--- src/csma_pkg.sv ---
// shared types and constants of the csma backoff controller
package csma_pkg;

    localparam int RND_W     = 32;
    localparam int DIVISOR_W = 17;
    localparam int SLOT_W    = 15;
    localparam int UNIT_W    = 8;
    localparam int WAIT_W    = 23;
    localparam int WIN_W     = 16;
    localparam int EXP_W     = 5;
    localparam int MAXEXP_W  = 4;
    localparam int PROB_W    = 17;
    localparam int CFG_IDX_W = 8;
    localparam int CFG_DAT_W = 17;

    localparam logic [CFG_IDX_W-1:0] CFG_SCHEME   = 8'd0;
    localparam logic [CFG_IDX_W-1:0] CFG_BIN_INIT = 8'd1;
    localparam logic [CFG_IDX_W-1:0] CFG_BIN_MAX  = 8'd2;
    localparam logic [CFG_IDX_W-1:0] CFG_BE_MAX   = 8'd3;
    localparam logic [CFG_IDX_W-1:0] CFG_BE_UNIT  = 8'd4;
    localparam logic [CFG_IDX_W-1:0] CFG_PERSIST  = 8'd5;
    localparam logic [CFG_IDX_W-1:0] CFG_PROB     = 8'd6;
    localparam logic [CFG_IDX_W-1:0] CFG_DEFER    = 8'd7;

    localparam logic [1:0] SCH_BINARY = 2'd0;
    localparam logic [1:0] SCH_EXPO   = 2'd1;
    localparam logic [1:0] SCH_LEGACY = 2'd2;

    localparam logic [EXP_W-1:0] EXP_START = 5'd2;

    typedef enum logic [1:0] {
        CMD_NEW    = 2'd0,
        CMD_ASSESS = 2'd1,
        CMD_STATUS = 2'd2,
        CMD_IRQ    = 2'd3
    } t_cmd;

    typedef enum logic [2:0] {
        ACT_NONE     = 3'd0,
        ACT_BACKOFF  = 3'd1,
        ACT_DEFER    = 3'd2,
        ACT_TRANSMIT = 3'd3,
        ACT_DROP     = 3'd4,
        ACT_TXDONE   = 3'd5,
        ACT_RXEVENT  = 3'd6,
        ACT_HOLD     = 3'd7
    } t_action;

    typedef enum logic [1:0] {
        ST_IDLE = 2'd0,
        ST_DIV  = 2'd1,
        ST_MUL  = 2'd2,
        ST_PUT  = 2'd3
    } t_state;

endpackage

--- src/csma_divser.sv ---
// bit-serial restoring remainder unit, one dividend bit per cycle
module csma_divser (
    input  logic                                i_clk,
    input  logic                                i_rst_n,
    input  logic                                i_start,
    input  logic [csma_pkg::RND_W-1:0]          i_dividend,
    input  logic [csma_pkg::DIVISOR_W-1:0]      i_divisor,
    output logic                                o_done,
    output logic [csma_pkg::DIVISOR_W-1:0]      o_rem
);
    localparam int CNT_W = $clog2(csma_pkg::RND_W);
    localparam int DW    = csma_pkg::DIVISOR_W;

    logic              r_busy, n_busy;
    logic              r_done, n_done;
    logic [CNT_W-1:0]  r_cnt, n_cnt;
    logic [csma_pkg::RND_W-1:0] r_num, n_num;
    logic [DW-1:0]     r_den, n_den;
    logic [DW-1:0]     r_rem, n_rem;
    logic [DW:0]       w_trial;
    logic [DW:0]       w_diff;
    logic              w_ge;

    assign w_trial = {r_rem, r_num[csma_pkg::RND_W-1]};
    assign w_diff  = w_trial - {1'b0, r_den};
    assign w_ge    = w_trial >= {1'b0, r_den};

    always_comb begin
        n_busy = r_busy;
        n_done = 1'b0;
        n_cnt  = r_cnt;
        n_num  = r_num;
        n_den  = r_den;
        n_rem  = r_rem;
        if (i_start) begin
            n_busy = 1'b1;
            n_cnt  = '0;
            n_num  = i_dividend;
            n_den  = i_divisor;
            n_rem  = '0;
        end else if (r_busy) begin
            n_num = {r_num[csma_pkg::RND_W-2:0], 1'b0};
            n_rem = w_ge ? w_diff[DW-1:0] : w_trial[DW-1:0];
            n_cnt = r_cnt + 1'b1;
            if (r_cnt == CNT_W'(csma_pkg::RND_W - 1)) begin
                n_busy = 1'b0;
                n_done = 1'b1;
            end
        end
    end

    always_ff @(posedge i_clk) begin
        if (!i_rst_n) begin
            r_busy <= 1'b0;
            r_done <= 1'b0;
            r_cnt  <= '0;
        end else begin
            r_busy <= n_busy;
            r_done <= n_done;
            r_cnt  <= n_cnt;
        end
        r_num <= n_num;
        r_den <= n_den;
        r_rem <= n_rem;
    end

    assign o_done = r_done;
    assign o_rem  = r_rem;

endmodule

--- src/csma_mulser.sv ---
// shift-add slot multiplier, one multiplier bit per cycle
module csma_mulser (
    input  logic                             i_clk,
    input  logic                             i_rst_n,
    input  logic                             i_start,
    input  logic [csma_pkg::SLOT_W-1:0]      i_slot,
    input  logic [csma_pkg::UNIT_W-1:0]      i_unit,
    output logic                             o_done,
    output logic [csma_pkg::WAIT_W-1:0]      o_prod
);
    localparam int CNT_W = $clog2(csma_pkg::UNIT_W);
    localparam int PW    = csma_pkg::WAIT_W;

    logic                         r_busy, n_busy;
    logic                         r_done, n_done;
    logic [CNT_W-1:0]             r_cnt, n_cnt;
    logic [PW-1:0]                r_mcand, n_mcand;
    logic [csma_pkg::UNIT_W-1:0]  r_mplier, n_mplier;
    logic [PW-1:0]                r_acc, n_acc;

    always_comb begin
        n_busy   = r_busy;
        n_done   = 1'b0;
        n_cnt    = r_cnt;
        n_mcand  = r_mcand;
        n_mplier = r_mplier;
        n_acc    = r_acc;
        if (i_start) begin
            n_busy   = 1'b1;
            n_cnt    = '0;
            n_mcand  = PW'(i_slot);
            n_mplier = i_unit;
            n_acc    = '0;
        end else if (r_busy) begin
            if (r_mplier[0]) begin
                n_acc = r_acc + r_mcand;
            end
            n_mcand  = {r_mcand[PW-2:0], 1'b0};
            n_mplier = {1'b0, r_mplier[csma_pkg::UNIT_W-1:1]};
            n_cnt    = r_cnt + 1'b1;
            if (r_cnt == CNT_W'(csma_pkg::UNIT_W - 1)) begin
                n_busy = 1'b0;
                n_done = 1'b1;
            end
        end
    end

    always_ff @(posedge i_clk) begin
        if (!i_rst_n) begin
            r_busy <= 1'b0;
            r_done <= 1'b0;
            r_cnt  <= '0;
        end else begin
            r_busy <= n_busy;
            r_done <= n_done;
            r_cnt  <= n_cnt;
        end
        r_mcand  <= n_mcand;
        r_mplier <= n_mplier;
        r_acc    <= n_acc;
    end

    assign o_done = r_done;
    assign o_prod = r_acc;

endmodule

--- src/csma_backoff_controller_core.sv ---
// random-backoff medium-access controller with serial draw units
// a request passes into the result state and then the output register; binary or
// legacy backoff first runs the serial remainder unit, exponent backoff the slot multiplier
// one request at a time; the next is taken while the result waits at the output
// the result state holds its result until the output is free
// synchronous active-low reset restores register defaults and clears the control state
module csma_backoff_controller_core #(
    parameter int LEGACY_MIN_MS = 5,
    parameter int LEGACY_MAX_MS = 50,
    parameter int GUARD_MS      = 2
) (
    input  logic                                i_clk,
    input  logic                                i_rst_n,
    input  logic                                s_axis_tvalid,
    output logic                                s_axis_tready,
    // [0] channel_free, [32:1] random_word, [33] start_ok, [39:34] zero
    input  logic [39:0]                         s_axis_tdata,
    // [1:0] cmd
    input  logic [1:0]                          s_axis_tuser,
    output logic                                m_axis_tvalid,
    input  logic                                m_axis_tready,
    // [22:0] wait_ms, [23] transmitting
    output logic [23:0]                         m_axis_tdata,
    // [2:0] action
    output logic [2:0]                          m_axis_tuser,
    input  logic                                i_cfg_valid,
    output logic                                o_cfg_ready,
    input  logic [csma_pkg::CFG_IDX_W-1:0]      i_cfg_index,
    input  logic [csma_pkg::CFG_DAT_W-1:0]      i_cfg_data
);
    localparam int WW  = csma_pkg::WAIT_W;
    localparam int DW  = csma_pkg::DIVISOR_W;
    localparam int LEG_SPAN = LEGACY_MAX_MS - LEGACY_MIN_MS + 1;
    localparam logic LEG_OK = (LEGACY_MAX_MS >= LEGACY_MIN_MS);

    logic [1:0]                     r_scheme;
    logic [csma_pkg::WIN_W-1:0]     r_bin_init, r_bin_max, r_defer;
    logic [csma_pkg::MAXEXP_W-1:0]  r_be_max;
    logic [csma_pkg::UNIT_W-1:0]    r_be_unit;
    logic                           r_persist;
    logic [csma_pkg::PROB_W-1:0]    r_prob;

    csma_pkg::t_state               r_state, n_state;
    logic                           r_pending, n_pending;
    logic                           r_tx, n_tx;
    logic [csma_pkg::WIN_W-1:0]     r_win, n_win;
    logic [csma_pkg::EXP_W-1:0]     r_exp, n_exp;
    logic                           r_legacy, n_legacy;
    csma_pkg::t_action              r_res_act, n_res_act;
    logic [WW-1:0]                  r_res_wait, n_res_wait;
    logic                           r_ovalid, n_ovalid;
    csma_pkg::t_action              r_oact, n_oact;
    logic [WW-1:0]                  r_owait, n_owait;
    logic                           r_otx, n_otx;

    logic                           w_div_start, w_div_done;
    logic                           w_mul_start, w_mul_done;
    logic [DW-1:0]                  w_divisor;
    logic [DW-1:0]                  w_rem;
    logic [WW-1:0]                  w_prod;
    logic [csma_pkg::SLOT_W-1:0]    w_slot;
    logic [csma_pkg::EXP_W-1:0]     w_exp_cl;
    logic [csma_pkg::SLOT_W:0]      w_mask;
    logic [csma_pkg::WIN_W:0]       w_doubled;
    logic                           w_acc;
    csma_pkg::t_cmd                 w_cmd;
    logic                           w_free, w_ok;
    logic [csma_pkg::RND_W-1:0]     w_rnd;
    logic                           w_defer;

    assign w_cmd  = csma_pkg::t_cmd'(s_axis_tuser);
    assign w_free = s_axis_tdata[0];
    assign w_rnd  = s_axis_tdata[32:1];
    assign w_ok   = s_axis_tdata[33];
    assign s_axis_tready = (r_state == csma_pkg::ST_IDLE);
    assign w_acc  = s_axis_tvalid && s_axis_tready;

    assign w_exp_cl  = (r_exp > {1'b0, r_be_max}) ? {1'b0, r_be_max} : r_exp;
    assign w_mask    = ({{csma_pkg::SLOT_W{1'b0}}, 1'b1} << w_exp_cl[3:0]) - 1'b1;
    assign w_slot    = w_rnd[csma_pkg::SLOT_W-1:0] & w_mask[csma_pkg::SLOT_W-1:0];
    assign w_doubled = {r_win, 1'b0};
    assign w_defer   = r_persist && ({1'b0, w_rnd} > {r_prob, 16'd0});

    // configuration registers
    assign o_cfg_ready = 1'b1;

    always_ff @(posedge i_clk) begin
        if (!i_rst_n) begin
            r_scheme   <= csma_pkg::SCH_LEGACY;
            r_bin_init <= 16'd10;
            r_bin_max  <= 16'd1000;
            r_be_max   <= 4'd5;
            r_be_unit  <= 8'd10;
            r_persist  <= 1'b0;
            r_prob     <= 17'd65536;
            r_defer    <= 16'd10;
        end else if (i_cfg_valid) begin
            unique case (i_cfg_index)
                csma_pkg::CFG_SCHEME:   r_scheme   <= i_cfg_data[1:0];
                csma_pkg::CFG_BIN_INIT: r_bin_init <= i_cfg_data[15:0];
                csma_pkg::CFG_BIN_MAX:  r_bin_max  <= i_cfg_data[15:0];
                csma_pkg::CFG_BE_MAX:   r_be_max   <= i_cfg_data[3:0];
                csma_pkg::CFG_BE_UNIT:  r_be_unit  <= i_cfg_data[7:0];
                csma_pkg::CFG_PERSIST:  r_persist  <= i_cfg_data[0];
                csma_pkg::CFG_PROB:     r_prob     <= i_cfg_data;
                csma_pkg::CFG_DEFER:    r_defer    <= i_cfg_data[15:0];
                default: begin
                end
            endcase
        end
    end

    always_comb begin
        n_state    = r_state;
        n_pending  = r_pending;
        n_tx       = r_tx;
        n_win      = r_win;
        n_exp      = r_exp;
        n_legacy   = r_legacy;
        n_res_act  = r_res_act;
        n_res_wait = r_res_wait;
        n_ovalid   = r_ovalid && !m_axis_tready;
        n_oact     = r_oact;
        n_owait    = r_owait;
        n_otx      = r_otx;
        w_div_start = 1'b0;
        w_mul_start = 1'b0;
        w_divisor   = DW'(LEG_SPAN);
        unique case (r_state)
            csma_pkg::ST_IDLE: begin
                if (w_acc) begin
                    n_res_act  = csma_pkg::ACT_NONE;
                    n_res_wait = '0;
                    n_state    = csma_pkg::ST_PUT;
                    unique case (w_cmd)
                        csma_pkg::CMD_NEW: begin
                            n_pending = 1'b1;
                            n_win     = r_bin_init;
                            n_exp     = csma_pkg::EXP_START;
                        end
                        csma_pkg::CMD_ASSESS: begin
                            priority if (!r_pending) begin
                                n_res_act = csma_pkg::ACT_NONE;
                            end else if (r_tx) begin
                                n_res_act = csma_pkg::ACT_HOLD;
                            end else if (!w_free) begin
                                n_res_act = csma_pkg::ACT_BACKOFF;
                                unique case (r_scheme)
                                    csma_pkg::SCH_BINARY: begin
                                        w_divisor   = {1'b0, r_win} + 1'b1;
                                        w_div_start = 1'b1;
                                        n_legacy    = 1'b0;
                                        n_win = (w_doubled < {1'b0, r_bin_max}) ?
                                                w_doubled[csma_pkg::WIN_W-1:0] : r_bin_max;
                                        n_state = csma_pkg::ST_DIV;
                                    end
                                    csma_pkg::SCH_EXPO: begin
                                        w_mul_start = 1'b1;
                                        n_exp   = w_exp_cl + 1'b1;
                                        n_state = csma_pkg::ST_MUL;
                                    end
                                    default: begin
                                        if (LEG_OK) begin
                                            w_div_start = 1'b1;
                                            n_legacy    = 1'b1;
                                            n_state     = csma_pkg::ST_DIV;
                                        end else begin
                                            n_res_wait = WW'(LEGACY_MIN_MS);
                                        end
                                    end
                                endcase
                            end else if (w_defer) begin
                                n_res_act  = csma_pkg::ACT_DEFER;
                                n_res_wait = WW'(r_defer);
                            end else begin
                                n_res_act  = csma_pkg::ACT_TRANSMIT;
                                n_res_wait = WW'(GUARD_MS);
                                n_tx       = 1'b1;
                                n_pending  = 1'b0;
                            end
                        end
                        csma_pkg::CMD_STATUS: begin
                            if (r_tx && !w_ok) begin
                                n_tx      = 1'b0;
                                n_res_act = csma_pkg::ACT_DROP;
                            end
                        end
                        default: begin
                            if (r_tx) begin
                                n_tx      = 1'b0;
                                n_res_act = csma_pkg::ACT_TXDONE;
                            end else begin
                                n_res_act = csma_pkg::ACT_RXEVENT;
                            end
                        end
                    endcase
                end
            end
            csma_pkg::ST_DIV: begin
                if (w_div_done) begin
                    n_res_wait = r_legacy ? (WW'(LEGACY_MIN_MS) + WW'(w_rem)) : WW'(w_rem);
                    n_state    = csma_pkg::ST_PUT;
                end
            end
            csma_pkg::ST_MUL: begin
                if (w_mul_done) begin
                    n_res_wait = w_prod;
                    n_state    = csma_pkg::ST_PUT;
                end
            end
            default: begin
                if (!r_ovalid || m_axis_tready) begin
                    n_ovalid = 1'b1;
                    n_oact   = r_res_act;
                    n_owait  = r_res_wait;
                    n_otx    = r_tx;
                    n_state  = csma_pkg::ST_IDLE;
                end
            end
        endcase
    end

    always_ff @(posedge i_clk) begin
        if (!i_rst_n) begin
            r_state   <= csma_pkg::ST_IDLE;
            r_pending <= 1'b0;
            r_tx      <= 1'b0;
            r_win     <= '0;
            r_exp     <= csma_pkg::EXP_START;
            r_ovalid  <= 1'b0;
        end else begin
            r_state   <= n_state;
            r_pending <= n_pending;
            r_tx      <= n_tx;
            r_win     <= n_win;
            r_exp     <= n_exp;
            r_ovalid  <= n_ovalid;
        end
        r_legacy   <= n_legacy;
        r_res_act  <= n_res_act;
        r_res_wait <= n_res_wait;
        r_oact     <= n_oact;
        r_owait    <= n_owait;
        r_otx      <= n_otx;
    end

    csma_divser u_div (
        .i_clk      (i_clk),
        .i_rst_n    (i_rst_n),
        .i_start    (w_div_start),
        .i_dividend (w_rnd),
        .i_divisor  (w_divisor),
        .o_done     (w_div_done),
        .o_rem      (w_rem)
    );

    csma_mulser u_mul (
        .i_clk   (i_clk),
        .i_rst_n (i_rst_n),
        .i_start (w_mul_start),
        .i_slot  (w_slot),
        .i_unit  (r_be_unit),
        .o_done  (w_mul_done),
        .o_prod  (w_prod)
    );

    assign m_axis_tvalid = r_ovalid;
    assign m_axis_tdata  = {r_otx, r_owait};
    assign m_axis_tuser  = r_oact;

`ifndef SYNTH
    a_quick_cmd_to_put: assert property (@(posedge i_clk) disable iff (!i_rst_n)
        (w_acc && w_cmd != csma_pkg::CMD_ASSESS) |=> (r_state == csma_pkg::ST_PUT))
        else $error("non-assessment request did not go straight to result");

    a_div_done_in_div: assert property (@(posedge i_clk) disable iff (!i_rst_n)
        w_div_done |-> (r_state == csma_pkg::ST_DIV))
        else $error("remainder unit finished outside its state");

    a_mul_done_in_mul: assert property (@(posedge i_clk) disable iff (!i_rst_n)
        w_mul_done |-> (r_state == csma_pkg::ST_MUL))
        else $error("slot multiplier finished outside its state");

    a_wait_only_timed: assert property (@(posedge i_clk) disable iff (!i_rst_n)
        (r_ovalid && r_owait != '0) |-> (r_oact == csma_pkg::ACT_BACKOFF ||
        r_oact == csma_pkg::ACT_DEFER || r_oact == csma_pkg::ACT_TRANSMIT))
        else $error("nonzero wait on an action without a wait");

    a_hold_in_flight: assert property (@(posedge i_clk) disable iff (!i_rst_n)
        (r_ovalid && r_oact == csma_pkg::ACT_HOLD) |-> r_otx)
        else $error("hold reported with no transmission in flight");
`endif

endmodule
--- config.mk ---
export PLATFORM = sky130hd
export DESIGN_NAME = csma_backoff_controller_core
export DESIGN_NICKNAME = d
export VERILOG_FILES = /design/src/csma_pkg.sv /design/src/csma_divser.sv /design/src/csma_mulser.sv /design/src/csma_backoff_controller_core.sv
export SDC_FILE = /design/constraint.sdc
export NUM_CORES = 1
export LEC_CHECK = 0
export BUFFER_PORTS_ARGS = -buffer_cell sky130_fd_sc_hd__buf_4
export CAP_MARGIN = 20
export CORE_MARGIN = 3
export CORE_UTILIZATION = 61
export DETAILED_ROUTE_END_ITERATION = 16
export PLACE_DENSITY = 0.82
export SYNTH_ARGS = -nofsm -noshare
export SYNTH_HDL_FRONTEND = slang
export SYNTH_SLANG_ARGS = --single-unit
export TNS_END_PERCENT = 50
--- constraint.sdc ---
create_clock -name i_clk -period 4.2 [get_ports i_clk]
set_input_delay 0.63 -clock i_clk [delete_from_list [all_inputs] [get_ports i_clk]]
set_output_delay 0.63 -clock i_clk [all_outputs]
set_load 0.005 [all_outputs]
==> results.sh <==
export IMPL_dp_hpwl_mm=27.3
export IMPL_ios=102
export IMPL_power_switching_w=0.00251
export IMPL_drive_gt1_share_pct=11.5
export IMPL_syn_avg_cell_area_um2=9.11
export IMPL_crit_fanout=6
export IMPL_num_rows=58
export IMPL_synth_main_ff_cell="dfxtp_1"
export IMPL_die_w_um=167
export IMPL_fin_setup_tns_ns=0
export IMPL_syn_area_um2=15700
export IMPL_synth_edf_count=126
export IMPL_crit_required_ns=4.50
export IMPL_clock_latency_ns=0.56
export IMPL_synth_cell_types=79
export IMPL_pwr_share_comb_pct=22.8
export IMPL_via_count=12761
export IMPL_dp_worst_setup_slack_ns=0.0488
export IMPL_setup_worst_path_start="r_be_max[3]"
export IMPL_fin_crit_ns=3.97
export IMPL_pwr_share_clk_pct=34.0
export IMPL_max_cap_violations=0
export IMPL_insertedDiodeCount=0
export IMPL_grt_util_all_layers_pct=26.8
export IMPL_relSlewSlack_pct=29.3
export IMPL_ir_drop_v=0.000423
export IMPL_cp_end_kind="flop"
export IMPL_viasPerCell=5.93
export IMPL_switching_share_pct=29.8
export IMPL_power_frac_seq_pct=43.2
export IMPL_grt_max_degree=66
export IMPL_clk_pin_slew_ns=0.06
export IMPL_syn_inst=1725
export IMPL_r2r_end="u_mul.r_mcand[14]"
export IMPL_die_h_um=167
export IMPL_drc=0
export IMPL_wirelength_mm=38.4
export IMPL_finClkSkew_ns=0.00971
export IMPL_seq_area_frac_synth_pct=45.2
export IMPL_p_int_w=0.00592
export IMPL_cts_root_buf="clkbuf_16"
export IMPL_initial_core_util_pct=62.3
export IMPL_area_delta_synth_final_pct=13.5
export IMPL_leakagePower_nw=7.37
export IMPL_cp_arrival_ns=4.28
export IMPL_worstSetupStartpointType="flop"
export IMPL_drtPass1Iterations=5
export IMPL_criticalPathCategory="reg -> reg"
export IMPL_max_freq_ghz=0.252
export IMPL_portBuffers=94
export IMPL_setup_ws_ns=0.225
export IMPL_ys_warn_count=0
export IMPL_syn_nets=1890
export IMPL_rsz0062_at_grt="no"
export IMPL_r2r_slack_ns=0.23
export IMPL_slew_violations=0
export IMPL_h_tree_depth=1
export IMPL_cts_buffer_depth=3
export IMPL_numCtsBuffers=31
export IMPL_status="finished, final reports clean"
export IMPL_cts_hold_buf=0
export IMPL_setup_violations=0
export IMPL_layout_common_cells="nand2_1, dfxtp_1, edfxtp_1, buf_4, nor2_1"
export IMPL_cts_tree="done"
export IMPL_grt_pass1_wl_mm=61.6
export IMPL_postPlaceCellArea_um2=16700
export IMPL_timing_rr_start="r_be_max[3]"
export IMPL_ys_async_sr_fraction_pct=0
export IMPL_coreArea_um2=25300
export IMPL_gp_congestion=0.949
export IMPL_tightest_slew_ns=1.06
export IMPL_die_area_um2=27700
export IMPL_endpoint="u_mul.r_mcand[14]"
export IMPL_fin_crit_sh_pct=94.6
export IMPL_hold_path_class="in -> reg"
export IMPL_layout_nets=1963
export IMPL_p_per_area_nw_per_um2=473
export IMPL_routedWlPerCell_um=17.8
export IMPL_grt_remaining_overflow=0
export IMPL_final_area_um2=17800
export IMPL_postRouteAntennaNets=0
export IMPL_grt_pass1_vias=12056
export IMPL_clock_sinks=292
export IMPL_rr_worst_depth=16
export IMPL_antenna_found_initial=0
export IMPL_ys_ff_latch=292
export IMPL_first_iter_violations=1116
export IMPL_timing_hold_violations_final=0
export IMPL_final_common_cell="nand2_1"
-- power by group through the flow --
stage	clock [W]	combinational (W)	sequential (W)
global placement	0	0.00181	0.00369
floorplan	0	0.00145	0.00359
CTS	0.00291	0.00188	0.00364
finish	0.00287	0.00192	0.00365
detailed placement	0	0.00186	0.00370
global route	0.00303	0.00214	0.00368
-- Yosys cell counts, types with 4 or more instances --
library cell / instances / area [µm²]
nand4b_1: 5 / 43.8
o21ai_0: 76 / 380
buf_6: 4 / 45.0
ha_1: 91 / 1140
xnor2_1: 32 / 280
a31oi_1: 7 / 43.8
nor3b_1: 5 / 37.5
a21oi_1: 94 / 470
and2_1: 13 / 81.3
edfxtp_1: 126 / 3780
a22o_1: 32 / 280
buf_1: 6 / 22.5
nor4_1: 5 / 31.3
clkbuf_1: 69 / 259
o21a_1: 9 / 67.6
mux2i_1: 62 / 621
xor2_1: 31 / 272
o31ai_1: 8 / 60.1
and3_1: 15 / 93.8
nor2_1: 97 / 364
inv_1: 85 / 319
o211ai_1: 13 / 97.6
buf_2: 4 / 20.0
nand2_1: 344 / 1290
a211oi_1: 12 / 90.1
nand3_1: 37 / 185
dfxtp_1: 166 / 3320
a21boi_0: 43 / 323
or3_1: 10 / 62.6
nor3_1: 34 / 170
nand4_1: 18 / 113
nand3b_1: 4 / 30.0
a311oi_1: 15 / 131
nand2b_1: 17 / 106
o21ai_1: 5 / 25.0
a21o_1: 26 / 195
nor2b_1: 42 / 263
-- per-stage QoR --
| step | total power, W | std cells | hold WS [ns] | utilization, % |
|---|---|---|---|---|
| global placement | 0.00549 | 2092 | 0.402 | 66.2 |
| detailed placement | 0.00556 | 2092 | 0.405 | 66.2 |
| floorplan | 0.00504 | 1725 | 0.400 | - |
| global route | 0.00885 | 2152 | 0.322 | 70.7 |
| CTS | 0.00843 | 2149 | 0.289 | 70.5 |
| finish | 0.00844 | 2152 | 0.306 | 70.7 |
-- critical path, stage by stage (launching register included) --
cell,delay (ns)
dfxtp_1,0.39
inv_1,0.09
ha_1,0.36
and4b_1,0.26
a2111oi_4,0.31
or2_4,0.25
mux2i_1,0.24
inv_1,0.10
ha_1,0.24
ha_1,0.20
nor2_1,0.15
nand3b_1,0.12
a211oi_2,0.24
inv_1,0.15
a211oi_4,0.28
mux2i_1,0.25
o211ai_2,0.10
-- worst min path at each step --
stage | from | to | cells after the start
6_report | i_cfg_data[16] | r_prob[16] | 3
5_1_grt | i_cfg_data[16] | r_prob[16] | 3
4_1_cts | i_cfg_data[16] | r_prob[16] | 3
3_5_place_dp | r_res_wait[18] | r_owait[18] | 0
3_3_place_gp | r_res_wait[4] | r_owait[4] | 0
2_1_floorplan | r_res_act[0] | m_axis_tuser[0] | 0
-- state kept, by name, indices dropped and copies added (netlist names), 17 cells and up --
name / count
u_div.o_rem: 17
r_prob: 17
u_div.r_den: 17
u_div.r_num: 32
u_mul.r_mcand: 23
r_owait: 23
u_mul.o_prod: 23
r_res_wait: 23
-- what timing repair did --
action                                  CTS  global route
setup buffers                             0             1
gates resized for setup                   0             5
endpoints found under the setup margin    0             4
endpoints found under the hold margin     0             0
-- kinds of logic (layout without fill, tap and decap cells) --
group,count (synthesis),after routing,synth area share (%)
simple gates,663,663,19.1
compound gates,377,377,16.2
flops,292,292,45.2
buf+inv,173,270,4.42
fa+ha+maj,93,93,7.50
xor+xnor,63,63,3.51
mux,63,63,4.02
other cells,1,1,0.0239
-- cell type report --
type,count,area [µm²]
clock inverters,16,195
well taps,330,413
flip-flops and latches,292,7110
multi-input cells,1260,7960
repair buffers,126,953
fillers,1905,7410
clock buffers,41,895
inverters,87,327
-- routing by layer --
| layer | part of all wire (%) | track usage [%] | vias to the layer above | wire length [µm] |
|---|---|---|---|---|
| li1 | - | - | 6226 | - |
| met1 | 44 | 37.5 | 5981 | 17000 |
| met2 | 45 | 42.3 | 460 | 17200 |
| met3 | 7.1 | 4.25 | 94 | 2740 |
| met4 | 3.7 | 10.2 | 0 | 1430 |
| met5 | 0 | 0 | - | 0 |
Note: power is estimated with default switching activity, not from simulation.
